===== src/hdl/crfc_pkg.sv =====
`timescale 1ns / 1ps
`default_nettype none
package crfc_pkg;

  localparam int DEPTH_DEF      = 16;
  localparam int DATA_WIDTH_DEF = 32;

  localparam int CMD_W   = 3;
  localparam int CNT_IW  = 5;
  localparam int MASK_W  = 3;
  localparam int STAT_W  = 3;
  localparam int FILL_OW = 5;
  localparam int CFG_IDX_W = 1;
  localparam int CFG_DATA_W = 5;

  localparam logic [CNT_IW-1:0] MAX_BATCH = 5'd16;
  localparam logic [CNT_IW-1:0] CAP_RESET = 5'd16;

  localparam logic [CMD_W-1:0] CMD_SEND  = 3'd0;
  localparam logic [CMD_W-1:0] CMD_RECV  = 3'd1;
  localparam logic [CMD_W-1:0] CMD_BATCH = 3'd2;
  localparam logic [CMD_W-1:0] CMD_CLOSE = 3'd3;
  localparam logic [CMD_W-1:0] CMD_POLL  = 3'd4;

  localparam logic [STAT_W-1:0] ST_OK     = 3'd0;
  localparam logic [STAT_W-1:0] ST_EOS    = 3'd1;
  localparam logic [STAT_W-1:0] ST_PIPE   = 3'd2;
  localparam logic [STAT_W-1:0] ST_BLOCK  = 3'd3;
  localparam logic [STAT_W-1:0] ST_NOSUP  = 3'd4;
  localparam logic [STAT_W-1:0] ST_CLOSED = 3'd5;

  localparam logic [CFG_IDX_W-1:0] REG_CAPACITY = 1'd0;
  localparam logic [CFG_IDX_W-1:0] REG_BATCH_EN = 1'd1;

  typedef struct packed {
    logic              push;
    logic              pop;
    logic              close;
    logic              poll;
    logic              emit;
    logic              last;
    logic [STAT_W-1:0] status;
  } ctl_t;

  typedef struct packed {
    logic              empty;
    logic              full;
    logic              closed;
    logic              batch_en;
    logic [CNT_IW-1:0] avail;
  } stat_t;

endpackage
`default_nettype wire


===== src/hdl/crfc_ctrl.sv =====
`timescale 1ns / 1ps
`default_nettype none
module crfc_ctrl (
  input  wire logic                      clk,
  input  wire logic                      rst_n,
  input  wire logic                      start,
  input  wire logic [crfc_pkg::CMD_W-1:0]  in_command,
  input  wire logic [crfc_pkg::CNT_IW-1:0] in_count,
  input  wire crfc_pkg::stat_t           stat,
  output crfc_pkg::ctl_t                 ctl,
  output logic                           busy
);
  import crfc_pkg::*;

  typedef enum logic {IDLE, BATCH} state_t;

  state_t            state_r, state_nxt;
  logic [CNT_IW-1:0] rem_r, rem_nxt;
  logic [CNT_IW-1:0] n_words;
  logic              accept;

  assign accept  = start && (state_r == IDLE);
  assign busy    = (state_r == BATCH);
  assign n_words = (in_count < stat.avail) ? in_count : stat.avail;

  always_comb begin
    ctl       = '0;
    ctl.last  = 1'b1;
    ctl.status = ST_OK;
    state_nxt = state_r;
    rem_nxt   = rem_r;
    case (state_r)
      IDLE: begin
        if (accept) begin
          ctl.emit = 1'b1;
          case (in_command)
            CMD_SEND: begin
              if (stat.closed) begin
                ctl.status = ST_PIPE;
              end else if (stat.full) begin
                ctl.status = ST_BLOCK;
              end else begin
                ctl.push = 1'b1;
              end
            end
            CMD_RECV: begin
              if (stat.empty) begin
                ctl.status = stat.closed ? ST_EOS : ST_BLOCK;
              end else begin
                ctl.pop = 1'b1;
              end
            end
            CMD_BATCH: begin
              if (stat.closed && stat.empty) begin
                ctl.status = ST_EOS;
              end else if (!stat.batch_en) begin
                ctl.status = ST_NOSUP;
              end else if (stat.empty) begin
                ctl.status = ST_BLOCK;
              end else if (in_count != '0) begin
                ctl.pop  = 1'b1;
                ctl.last = (n_words == CNT_IW'(1));
                if (n_words != CNT_IW'(1)) begin
                  state_nxt = BATCH;
                  rem_nxt   = n_words - CNT_IW'(1);
                end
              end
            end
            CMD_CLOSE: begin
              if (stat.closed) begin
                ctl.status = ST_CLOSED;
              end else begin
                ctl.close = 1'b1;
              end
            end
            CMD_POLL: begin
              ctl.poll = 1'b1;
            end
            default: begin
              ctl.status = ST_NOSUP;
            end
          endcase
        end
      end
      BATCH: begin
        ctl.emit = 1'b1;
        ctl.pop  = 1'b1;
        ctl.last = (rem_r == CNT_IW'(1));
        rem_nxt  = rem_r - CNT_IW'(1);
        if (rem_r == CNT_IW'(1)) begin
          state_nxt = IDLE;
        end
      end
      default: begin
        state_nxt = IDLE;
      end
    endcase
  end

  always_ff @(posedge clk) begin
    if (!rst_n) begin
      state_r <= IDLE;
      rem_r   <= '0;
    end else begin
      state_r <= state_nxt;
      rem_r   <= rem_nxt;
    end
  end

endmodule
`default_nettype wire


===== src/hdl/crfc_dpath.sv =====
`timescale 1ns / 1ps
`default_nettype none
module crfc_dpath #(
  parameter int DEPTH      = crfc_pkg::DEPTH_DEF,
  parameter int DATA_WIDTH = crfc_pkg::DATA_WIDTH_DEF
) (
  input  wire logic                           clk,
  input  wire logic                           rst_n,
  input  wire logic                           cfg_we,
  input  wire logic [crfc_pkg::CFG_IDX_W-1:0]  cfg_index,
  input  wire logic [crfc_pkg::CFG_DATA_W-1:0] cfg_data,
  input  wire logic [DATA_WIDTH-1:0]          in_data_in,
  input  wire logic [crfc_pkg::MASK_W-1:0]    in_event_mask,
  input  wire crfc_pkg::ctl_t                 ctl,
  output crfc_pkg::stat_t                     stat,
  output logic                                out_valid,
  output logic [crfc_pkg::STAT_W-1:0]         out_status,
  output logic [DATA_WIDTH-1:0]               out_data_out,
  output logic                                out_last,
  output logic [crfc_pkg::MASK_W-1:0]         out_events,
  output logic [crfc_pkg::FILL_OW-1:0]        out_fill_level
);
  import crfc_pkg::*;

  localparam int PW    = $clog2(DEPTH);
  localparam int CNT_W = $clog2(DEPTH + 1);
  localparam int LW    = (CNT_W > CNT_IW) ? CNT_W : CNT_IW;

  logic [DATA_WIDTH-1:0] mem [DEPTH];

  logic [PW-1:0]     rp_r, rp_nxt;
  logic [PW-1:0]     wp_r, wp_nxt;
  logic [CNT_W-1:0]  fill_r, fill_nxt;
  logic              closed_r, closed_nxt;
  logic [CNT_IW-1:0] cap_r;
  logic              batch_r;
  logic [LW-1:0]     cap_eff;
  logic              full;
  logic [MASK_W-1:0] ev;

  logic                  valid_r;
  logic [STAT_W-1:0]     status_r;
  logic [DATA_WIDTH-1:0] data_r;
  logic                  last_r;
  logic [MASK_W-1:0]     events_r;
  logic [FILL_OW-1:0]    level_r;

  function automatic logic [PW-1:0] advance(input logic [PW-1:0] p, input logic [LW-1:0] cap);
    logic [LW-1:0] p1;
    p1 = LW'(p) + LW'(1);
    if (p1 >= cap) begin
      return '0;
    end
    return p + PW'(1);
  endfunction

  always_comb begin
    if (cap_r == '0) begin
      cap_eff = LW'(1);
    end else if (LW'(cap_r) > LW'(DEPTH)) begin
      cap_eff = LW'(DEPTH);
    end else begin
      cap_eff = LW'(cap_r);
    end
  end

  assign full = (LW'(fill_r) >= cap_eff);

  assign stat.empty    = (fill_r == '0);
  assign stat.full     = full;
  assign stat.closed   = closed_r;
  assign stat.batch_en = batch_r;
  assign stat.avail    = (LW'(fill_r) > LW'(MAX_BATCH)) ? MAX_BATCH : CNT_IW'(fill_r);

  assign ev = {!full && !closed_r, fill_r != '0, closed_r} & in_event_mask;

  always_comb begin
    rp_nxt     = ctl.pop ? advance(rp_r, cap_eff) : rp_r;
    wp_nxt     = ctl.push ? advance(wp_r, cap_eff) : wp_r;
    closed_nxt = closed_r || ctl.close;
    fill_nxt   = fill_r;
    if (ctl.push) begin
      fill_nxt = fill_r + CNT_W'(1);
    end else if (ctl.pop) begin
      fill_nxt = fill_r - CNT_W'(1);
    end
  end

  always_ff @(posedge clk) begin
    if (ctl.push) begin
      mem[wp_r] <= in_data_in;
    end
  end

  always_ff @(posedge clk) begin
    if (!rst_n) begin
      rp_r     <= '0;
      wp_r     <= '0;
      fill_r   <= '0;
      closed_r <= 1'b0;
      cap_r    <= CAP_RESET;
      batch_r  <= 1'b0;
      valid_r  <= 1'b0;
    end else begin
      rp_r     <= rp_nxt;
      wp_r     <= wp_nxt;
      fill_r   <= fill_nxt;
      closed_r <= closed_nxt;
      valid_r  <= ctl.emit;
      if (cfg_we) begin
        case (cfg_index)
          REG_CAPACITY: cap_r   <= cfg_data;
          REG_BATCH_EN: batch_r <= cfg_data[0];
          default: begin
          end
        endcase
      end
    end
  end

  always_ff @(posedge clk) begin
    if (ctl.emit) begin
      status_r <= ctl.status;
      data_r   <= ctl.pop ? mem[rp_r] : '0;
      last_r   <= ctl.last;
      events_r <= ctl.poll ? ev : '0;
      level_r  <= FILL_OW'(fill_nxt);
    end
  end

  assign out_valid      = valid_r;
  assign out_status     = status_r;
  assign out_data_out   = data_r;
  assign out_last       = last_r;
  assign out_events     = events_r;
  assign out_fill_level = level_r;

endmodule
`default_nettype wire


===== src/hdl/closable_ring_fifo_channel.sv =====
`timescale 1ns / 1ps
`default_nettype none
// Bounded ring FIFO of words with a close flag, driven by commands.
// Request channel: set start with in_command, in_data_in, in_count and
// in_event_mask; the request is taken at a clock edge where start is high
// and busy is low. Commands: send, receive, batch receive, close, poll.
// Result channel: each result shows on the out_ ports for one cycle with
// out_valid high; out_last marks the final result of a request.
// A request's first result shows the cycle after the request is taken.
// Throughput: one request per cycle for send, receive, close and poll.
// A batch receive gives one word per cycle, min(count, fill, 16) words, and
// holds busy high until its next-to-last word is out; the storage read port
// sets that rate.
// Configuration: cfg_we writes cfg_data to register cfg_index (0 capacity,
// 1 batch enable) at a clock edge; write only while idle.
// Reset (rst_n low, synchronous) empties and opens the channel, sets
// capacity to 16 and disables batch receive. Storage is not cleared.
// The receiver cannot stall; results must be taken when shown.
module closable_ring_fifo_channel #(
  parameter int DEPTH      = crfc_pkg::DEPTH_DEF,
  parameter int DATA_WIDTH = crfc_pkg::DATA_WIDTH_DEF
) (
  input  wire logic                           clk,
  input  wire logic                           rst_n,
  input  wire logic                           start,
  output logic                                busy,
  input  wire logic [crfc_pkg::CMD_W-1:0]     in_command,
  input  wire logic [DATA_WIDTH-1:0]          in_data_in,
  input  wire logic [crfc_pkg::CNT_IW-1:0]    in_count,
  input  wire logic [crfc_pkg::MASK_W-1:0]    in_event_mask,
  output logic                                out_valid,
  output logic [crfc_pkg::STAT_W-1:0]         out_status,
  output logic [DATA_WIDTH-1:0]               out_data_out,
  output logic                                out_last,
  output logic [crfc_pkg::MASK_W-1:0]         out_events,
  output logic [crfc_pkg::FILL_OW-1:0]        out_fill_level,
  input  wire logic                           cfg_we,
  input  wire logic [crfc_pkg::CFG_IDX_W-1:0]  cfg_index,
  input  wire logic [crfc_pkg::CFG_DATA_W-1:0] cfg_data
);
  import crfc_pkg::*;

  ctl_t  ctl;
  stat_t stat;

  crfc_ctrl u_ctrl (
    .clk        (clk),
    .rst_n      (rst_n),
    .start      (start),
    .in_command (in_command),
    .in_count   (in_count),
    .stat       (stat),
    .ctl        (ctl),
    .busy       (busy)
  );

  crfc_dpath #(
    .DEPTH      (DEPTH),
    .DATA_WIDTH (DATA_WIDTH)
  ) u_dpath (
    .clk            (clk),
    .rst_n          (rst_n),
    .cfg_we         (cfg_we),
    .cfg_index      (cfg_index),
    .cfg_data       (cfg_data),
    .in_data_in     (in_data_in),
    .in_event_mask  (in_event_mask),
    .ctl            (ctl),
    .stat           (stat),
    .out_valid      (out_valid),
    .out_status     (out_status),
    .out_data_out   (out_data_out),
    .out_last       (out_last),
    .out_events     (out_events),
    .out_fill_level (out_fill_level)
  );

endmodule
`default_nettype wire


===== config.mk =====
export PLATFORM = sky130hd
export DESIGN_NAME = closable_ring_fifo_channel
export DESIGN_NICKNAME = d
export VERILOG_FILES = /design/src/hdl/crfc_pkg.sv /design/src/hdl/crfc_ctrl.sv /design/src/hdl/crfc_dpath.sv /design/src/hdl/closable_ring_fifo_channel.sv
export SDC_FILE = /design/constraint.sdc
export NUM_CORES = 1
export LEC_CHECK = 0
export BUFFER_PORTS_ARGS = -buffer_cell sky130_fd_sc_hd__buf_2
export CELL_PAD_IN_SITES_DETAIL_PLACEMENT = 1
export CELL_PAD_IN_SITES_GLOBAL_PLACEMENT = 1
export CORE_MARGIN = 1
export CORE_UTILIZATION = 55
export CTS_BUF_LIST = sky130_fd_sc_hd__clkbuf_2
export CTS_CLUSTER_DIAMETER = 120
export CTS_CLUSTER_SIZE = 25
export DETAILED_ROUTE_END_ITERATION = 10
export PLACE_DENSITY = 0.76
export SYNTH_ARGS = -nofsm -noshare
export SYNTH_HDL_FRONTEND = slang
export SYNTH_SLANG_ARGS = --single-unit

===== constraint.sdc =====
create_clock -name clk -period 5.9 [get_ports clk]
set_input_delay 1.77 -clock clk [delete_from_list [all_inputs] [get_ports clk]]
set_output_delay 1.77 -clock clk [all_outputs]
set_load 0.05 [all_outputs]

==> results list, run 1 <==
- The flow ran to the end, but the final reports show violations.
- Failing checks: DRC
* HPWL after detailed placement: 29700 µm
* Critical Path RT: 4.13 ns
- Vias per cell: 6.21
- The worst setup path is captured at a primary output.
- Number of synthesized flops with an enable pin: 556
* Cell taking the most area after synthesis: sky130_fd_sc_hd__edfxtp_1
- After global routing the overflow that remains totals 0.
- In the final routed layout, each cell accounts on average for 27.9 µm.
* Critical path, cell by cell: buf_2
- Final Slew Violations: 0
- Setup-failing EPs final: 0
- Across all layers, the routed design uses 10820 vias.
* Part of the cycle the worst path needs: 71.0%
- Root buffer selected by CTS: sky130_fd_sc_hd__clkbuf_2
- The number of setup buffers added after CTS is 0.
* Syn Std Cell Area: 23100 µm²
- Clock-pin slew was measured on the worst setup and hold paths at 0.44 ns.
- Final period demand of the worst path: 4.19 ns
- Summed over all layers, the routed wires come to 48600 µm.
- The worst setup path is launched from a flip-flop.
* First-pass GRT wire length: 72300 µm
- Drt drc: 2
* Die span in x: 207 µm
- Placed insts: 1703
* Synth Net Count: 1181
- Worst max-slew margin expressed relative to the limit: 18.2%
* Most area-consuming cells after synthesis: sky130_fd_sc_hd__edfxtp_1, sky130_fd_sc_hd__mux4_2, sky130_fd_sc_hd__dfxtp_1
* Slew at the pin closest to its max-slew limit: 1.22 ns
- Max clock buf depth: 3
* Class of the tightest hold or removal check: reg -> reg
- Along the worst path, the maximum fanout reaches 21.
- A synthesized cell averages 21.0 µm².
- At the worst endpoint, the arrival time is 2.42 ns.
* Number of instances in the synthesized netlist: 1098
- Final hold violation count: 0
- For this configuration, the core starts out at a cell density of 56.2%.
* Total global-route track usage: 23.5%
- The number of buffers and inverters on the critical path is 1.
* Chip height: 207 µm
- Post-synth top cells: sky130_fd_sc_hd__edfxtp_1, sky130_fd_sc_hd__mux4_2, sky130_fd_sc_hd__nor2_1, sky130_fd_sc_hd__and2_1, sky130_fd_sc_hd__ha_1
- Final core occ: 59.8%
* Warning count from the yosys run: 0
- Setup repair after global routing left no endpoint under its margin.
- Worst hold slack: 0.539 ns
- Site Rows: 74
- In this run the tool buffered the top-level ports with 98 buffer cells.
- Once routing completed, OpenROAD measured the worst setup slack at 1.71 ns.
- For this design, the CTS-stage hold fixing added 0 buffers.
* Layout Cells excl Fill: 1743
* Number of antenna violations at the first check in global routing: 2
* Iteration-0 DRC Markers: 849
- The clock reaches the later pin of the worst-skew pair after 1.11 ns.
- Flip-flop and latch count after synthesis: 583
* CTS tree: yes
- The synthesized netlist contains 62 unique library cells.
- IR drop worst, VDD: 0.193 mV
- Cell with the most instances after synthesis: sky130_fd_sc_hd__edfxtp_1
* Static power due to leakage: 7.65 nW
* Top-area cell type share of the netlist area: 72.3%
* Highest-delay cell along the critical path: sky130_fd_sc_hd__dfxtp_1
* Post-place setup slack: 1.11 ns
- Number of CTS-inserted buffers: 27
* Top flip-flop cell by instance count after synthesis: sky130_fd_sc_hd__edfxtp_1
* Signed area change from the synthesized netlist to the final layout: 6.44%
* Final RePlAce weighted congestion: 0.801
* Fraction of layout cells with a size suffix above 1: 30.2%
* Boundary pin count: 99
* Sum of negative setup slack: 0 ns
- Pin count of the biggest net entering global routing: 76
- Sequential area share after synthesis: 74.7%
- At the end of the flow, the number of nets in the layout was 1283.
- The die covers 42800 µm².
* Critical path class: reg -> out
* Post-CTS Resized: 0
- Max_cap viols: 0
- Maximum clock skew at final layout: 0.0833 ns
- First-pass detailed-route iteration total: 10
* CTS H-tree depth: 1
- Of all flip-flops after synthesis, the portion carrying an async set or reset was 0%.
- The number of global-route vias before repair is 11280.
- Dividing total power by cell area gives a power density of 249 nW/µm².
* CORE AREA: 41100 µm²
* Largest stage delay on the critical path: 0.90 ns
- Number of routed nets with antenna violations: 0
- Static timing analysis puts the maximum clock frequency at 0.239 GHz.
- Critical path's top delay family: flip-flops
* Clk sinks: 583
[cell families (layout without fill, tap and decap cells)]
group,Yosys count,after routing,share of synthesized area (%)
flip-flops,583,583,74.7
XOR/XNOR,13,13,0.526
other,0,2,0
AO/OA/AOI/OAI,70,70,2.25
multiplexers,169,169,16.0
AND/OR/NAND/NOR,162,162,3.63
adder cells (fa/ha/maj),30,30,1.63
buffers and inverters,71,182,1.29
[where the power goes]
group	internal (W)	leakage [nW]	switching (W)
clock network	0.000169	0.163	0.00111
registers	0.00455	5.27	0.0000133
logic	0.0000817	2.21	0.000181
[routing by layer]
layer,GRT usage (%),up-vias,part of all wire [%]
li1,-,4680,-
met4,5.08,0,1.7
met2,39.8,313,51
met1,33.5,5774,42
met5,0,-,0
met3,2.56,53,4.9
[cells in the final DEF, fill, tap and decap left out, types with 6 or more instances in the layout]
master,count
sky130_fd_sc_hd__mux4_2,160
sky130_fd_sc_hd__ha_1,30
sky130_fd_sc_hd__a21o_1,6
sky130_fd_sc_hd__and2_1,39
sky130_fd_sc_hd__edfxtp_1,556
sky130_fd_sc_hd__a21oi_1,17
sky130_fd_sc_hd__nor2_4,12
sky130_fd_sc_hd__nand2b_1,8
sky130_fd_sc_hd__nand2_1,23
sky130_fd_sc_hd__nor3_1,10
sky130_fd_sc_hd__buf_4,25
sky130_fd_sc_hd__buf_2,98
sky130_fd_sc_hd__mux2i_1,7
sky130_fd_sc_hd__xnor2_1,8
sky130_fd_sc_hd__inv_1,18
sky130_fd_sc_hd__o21ai_0,8
sky130_fd_sc_hd__dfxtp_1,23
sky130_fd_sc_hd__clkbuf_2,37
sky130_fd_sc_hd__nor2_1,37
[worst paths after layout]
kind                startpoint          endpoint  slack (ns)  cells after the start
max                u_ctrl.busy              busy        1.71                      1
min           u_dpath.cap_r[0]  u_dpath.cap_r[0]        0.54                      2
max reg2reg  u_dpath.fill_r[0]   u_ctrl.rem_r[1]        1.87                     17
min reg2reg   u_dpath.cap_r[0]  u_dpath.cap_r[0]        0.54                      2
[area by class of cell]
cell class / count / area (µm²)
multi-input cells: 444 / 5660
fillers: 3522 / 16500
inverters: 19 / 71.3
clock buffers: 37 / 185
flip-flops and latches: 583 / 17200
clock inverters: 1 / 20.0
well taps: 532 / 666
diodes: 2 / 5.00
repair buffers: 125 / 718
[per-stage QoR]
step / area [µm²] / power [W]
6_report: 24600 / 0.00611
5_1_grt: 24600 / 0.00628
4_1_cts: 24600 / 0.00615
3_5_place_dp: 24400 / 0.00492
3_3_place_gp: 24400 / 0.00491
2_1_floorplan: 23100 / 0.00480
[flip-flops by register name (all words and copies together), names as in the netlist]
name	flops
u_dpath.out_valid	1
u_dpath.closed_r	1
u_ctrl.rem_r	5
u_dpath.out_fill_level	5
u_dpath.cap_r	5
u_dpath.rp_r	4
u_dpath.batch_r	1
u_dpath.wp_r	4
u_dpath.fill_r	5
u_dpath.out_events	3
u_dpath.out_status	3
u_dpath.out_data_out	32
u_dpath.out_last	1
u_ctrl.busy	1
u_dpath.mem	512
(Power assumes the default switching activity.)
==> run 2, diff against run 1 <==
==> constraint.sdc (replaced) <==
create_clock -name clk -period 3.9 [get_ports clk]
set_input_delay 1.17 -clock clk [delete_from_list [all_inputs] [get_ports clk]]
set_output_delay 1.17 -clock clk [all_outputs]
set_load 0.05 [all_outputs]
==> run 2 against run 1 <==
The run still ends with DRC left. Hold slack got worse by 0.33 ns. Count of clock-buffer cells in the layout unchanged. Critical path depth increased by 16. Largest power group unchanged. Highest routed layer unchanged.
==> results list, run 2 (synthesis gave the netlist of run 1 again) <==
- Post-layout nets: 1314
- Failing checks: DRC
* Max Freq: 0.278 GHz
- For the worst setup path, the data arrival time is 4.79 ns.
* First-pass detailed-route iteration total: 10
- Routed len/inst: 28.6 µm
* Number of routed nets with antenna violations: 0
- IO Port Bufs: 98
* Instance count along the most critical hold path: 3
* CORE AREA: 41100 µm²
- After clock tree synthesis, the clock-pin slew on the worst setup and hold paths is 0.49 ns.
- In this run the power spent charging and discharging nets is 0.00199 W.
* Cell Area, Placed: 24800 µm²
* Highest-count cells in the layout ignoring fill and taps: sky130_fd_sc_hd__edfxtp_1, sky130_fd_sc_hd__mux4_2, sky130_fd_sc_hd__buf_2
- Total power of the final layout: 0.00927 W
- The floorplan step set the die height to 207 µm.
- The floorplan step set the die width to 207 µm.
- Routed Wire Length: 50800 µm
- Row generation in the floorplan step produced 74 rows.
* Final standard cell area without fillers: 25000 µm²
- In this run the critical register-to-register path is captured at u_ctrl.rem_r[2].
- The first routing iteration left 1031 violations.
- Of the total power, the share spent switching nets is 21.5%.
- Measured against its own limit, the worst slew margin works out to 39.5%.
- Launch point of the worst hold path: cfg_data[4]
- The number of endpoints with negative hold slack in the final report is 0.
- IR drop worst, VDD: 0.295 mV
- The clock passes through at most 3 buffers.
- Setup crit start kind: flip-flop
* Largest stage delay on the critical path: 0.46 ns
- The tool flagged a number of max-cap violations equal to 0.
- Boundary pin count: 99
- Final Slew Violations: 0
* Critical path, cell by cell: inv_1, ha_1, or3b_4, nand2_1, nand2_1, ha_1, nand4_1, a211oi_2, nor2_2, a21oi_2, ha_1, inv_1, o41ai_4, buf_4, o211ai_1, o21ai_0, o21a_1
* Starting utilization of the core area: 56.2%
- PD cells: 371 nW/µm²
- The path with the worst hold slack has its endpoint at u_dpath.cap_r[4].
- Signed area change from the synthesized netlist to the final layout: 8.36%
- Fraction of layout cells with a size suffix above 1: 32.2%
* Final RePlAce weighted congestion: 0.807
- Slew at the pin closest to its max-slew limit: 0.908 ns
- Maximum fanout encountered on the critical timing path: 5
- Vias: 11055
- In the routed design, unresolved DRC markers number 9.
- After filler insertion, the fill cell instance count of the layout stands at 3505.
- Buffer and inverter count on the worst path: 3
- Per report_power, the clock group accounts for 21.1% of the total.
* Result of the run: complete, but fails checks
- For this design, the CTS-stage hold fixing added 0 buffers.
- Vias per cell: 6.22
* Pin count of the biggest net entering global routing: 54
* Final period demand of the worst path: 3.60 ns
- TritonCTS built the clock tree.
* Register-to-register path setup slack: 0.30 ns
* Flip-flop count of the largest register, all copies and words added: 512
- Critical path's top delay family: compound AO/OA/AOI/OAI gates
- The worst hold path belongs to the class in -> reg.
- Across every metal layer, demand over resource in global routing totals 24.7%.
- Setup violations remaining at the end of the flow were counted as 0.
* Critical path class: reg -> reg
- At the later pin of the worst-skew pair, clock insertion delay measures 1.18 ns.
- Combinational group share of total power: 4.5%
* Static power due to leakage: 7.83 nW
- In this run the critical register-to-register path is launched from u_dpath.fill_r[0].
- Highest-delay cell along the critical path: sky130_fd_sc_hd__o41ai_4
* Cell repeated most along the worst path: sky130_fd_sc_hd__ha_1
- Depth of the worst register-to-register path: 17
* Number of global-route vias before repair: 11773
- Leading cell type in the layout, fill and taps excluded: sky130_fd_sc_hd__edfxtp_1
- Clk sinks: 583
- Critical Path RT: 5.09 ns
- Clock tree synthesis selected as its root buffer the cell sky130_fd_sc_hd__clkbuf_2.
- The die covers 42800 µm².
* Part of the cycle the worst path needs: 92.3%
- Ranked by flip-flop count, first place goes to u_dpath.mem.
- The internal portion of the total power is 0.00728 W.
- In this run the worst setup path begins at u_dpath.fill_r[0].
- The number of clock buffers added by TritonCTS is 27.
- HPWL after detailed placement: 30800 µm
- RSZ-0062 raised after global routing: no
* Worst setup EP type: flip-flop
* First-pass GRT wire length: 75200 µm
- Number of antenna violations at the first check in global routing: 4
- Part of the total power dissipated in sequential elements: 74.4%
* Maximum clock skew at final layout: 0.145 ns
* CP Depth: 17
- CTS H-tree depth: 1
* Total overflow reported by the global router: 0
-- run 2: worst register-to-register path, stage by stage, from the launching register on --
cell	delay, ns
sky130_fd_sc_hd__dfxtp_1	0.42
sky130_fd_sc_hd__inv_1	0.08
sky130_fd_sc_hd__ha_1	0.19
sky130_fd_sc_hd__or3b_4	0.42
sky130_fd_sc_hd__nand2_1	0.10
sky130_fd_sc_hd__nand2_1	0.10
sky130_fd_sc_hd__ha_1	0.29
sky130_fd_sc_hd__nand4_1	0.20
sky130_fd_sc_hd__a211oi_2	0.29
sky130_fd_sc_hd__nor2_2	0.11
sky130_fd_sc_hd__a21oi_2	0.21
sky130_fd_sc_hd__ha_1	0.17
sky130_fd_sc_hd__inv_1	0.06
sky130_fd_sc_hd__o41ai_4	0.46
sky130_fd_sc_hd__buf_4	0.21
sky130_fd_sc_hd__o211ai_1	0.08
sky130_fd_sc_hd__o21ai_0	0.10
sky130_fd_sc_hd__o21a_1	0.14
-- run 2: final cells by class --
| class | instances | area (µm²) | area share, % |
|---|---|---|---|
| tap | 532 | 666 | 2.66 |
| antenna | 6 | 15.0 | 0.0600 |
| clock inverter | 1 | 20.0 | 0.0800 |
| timing repair buffer | 156 | 1110 | 4.45 |
| sequential | 583 | 17200 | 68.9 |
| multi-input combinational | 444 | 5700 | 22.8 |
| clock buffer | 37 | 185 | 0.740 |
| inverter | 19 | 71.3 | 0.285 |
-- run 2: how the worst max path moves through the flow --
stage / endpoint / slack (ns)
detailed placement: u_ctrl.rem_r[4] / 0.002
floorplan: u_dpath.mem[10][0] / -0.15
global route: u_ctrl.rem_r[3] / 0.01
global placement: u_ctrl.rem_r[4] / 0.27
finish: u_ctrl.rem_r[2] / 0.30
CTS: u_ctrl.rem_r[4] / 0.1
-- run 2: metrics by stage --
step / setup TNS [ns] / util (%) / instances / hold slack (ns) / worst slack [ns]
6_report: 0 / 60.8 / 1778 / 0.210 / 0.299
4_1_cts: 0 / 60.8 / 1772 / 0.0978 / 0.0961
3_5_place_dp: 0 / 60.3 / 1734 / 0.507 / 0.00222
2_1_floorplan: -43.69 / - / 1098 / 0.458 / -0.152
3_3_place_gp: 0 / 60.3 / 1734 / 0.488 / 0.273
5_1_grt: 0 / 60.8 / 1774 / 0.125 / 0.0130
-- run 2: repair_timing --
item / in CTS / in global routing
resized for setup: 0 / 3
endpoints found under the setup margin: 0 / 7
setup buffers: 0 / 0
-- run 2: power groups by stage --
stage | Combinational [W] | Sequential, W | Clock (W)
2_1_floorplan | 0.000161 | 0.00710 | 0
3_3_place_gp | 0.000401 | 0.00703 | 0
3_5_place_dp | 0.000418 | 0.00703 | 0
4_1_cts | 0.000419 | 0.00690 | 0.00201
5_1_grt | 0.000454 | 0.00691 | 0.00215
6_report | 0.000417 | 0.00690 | 0.00195
-- run 2: metal layers --
| layer | GRT usage (%) | wire [µm] | part of all wire, % |
|---|---|---|---|
| met1 | 35.0 | 21500 | 42 |
| met2 | 42.0 | 25900 | 51 |
| met3 | 2.51 | 2450 | 4.8 |
| met4 | 5.21 | 876 | 1.7 |
| met5 | 0 | 0 | 0 |
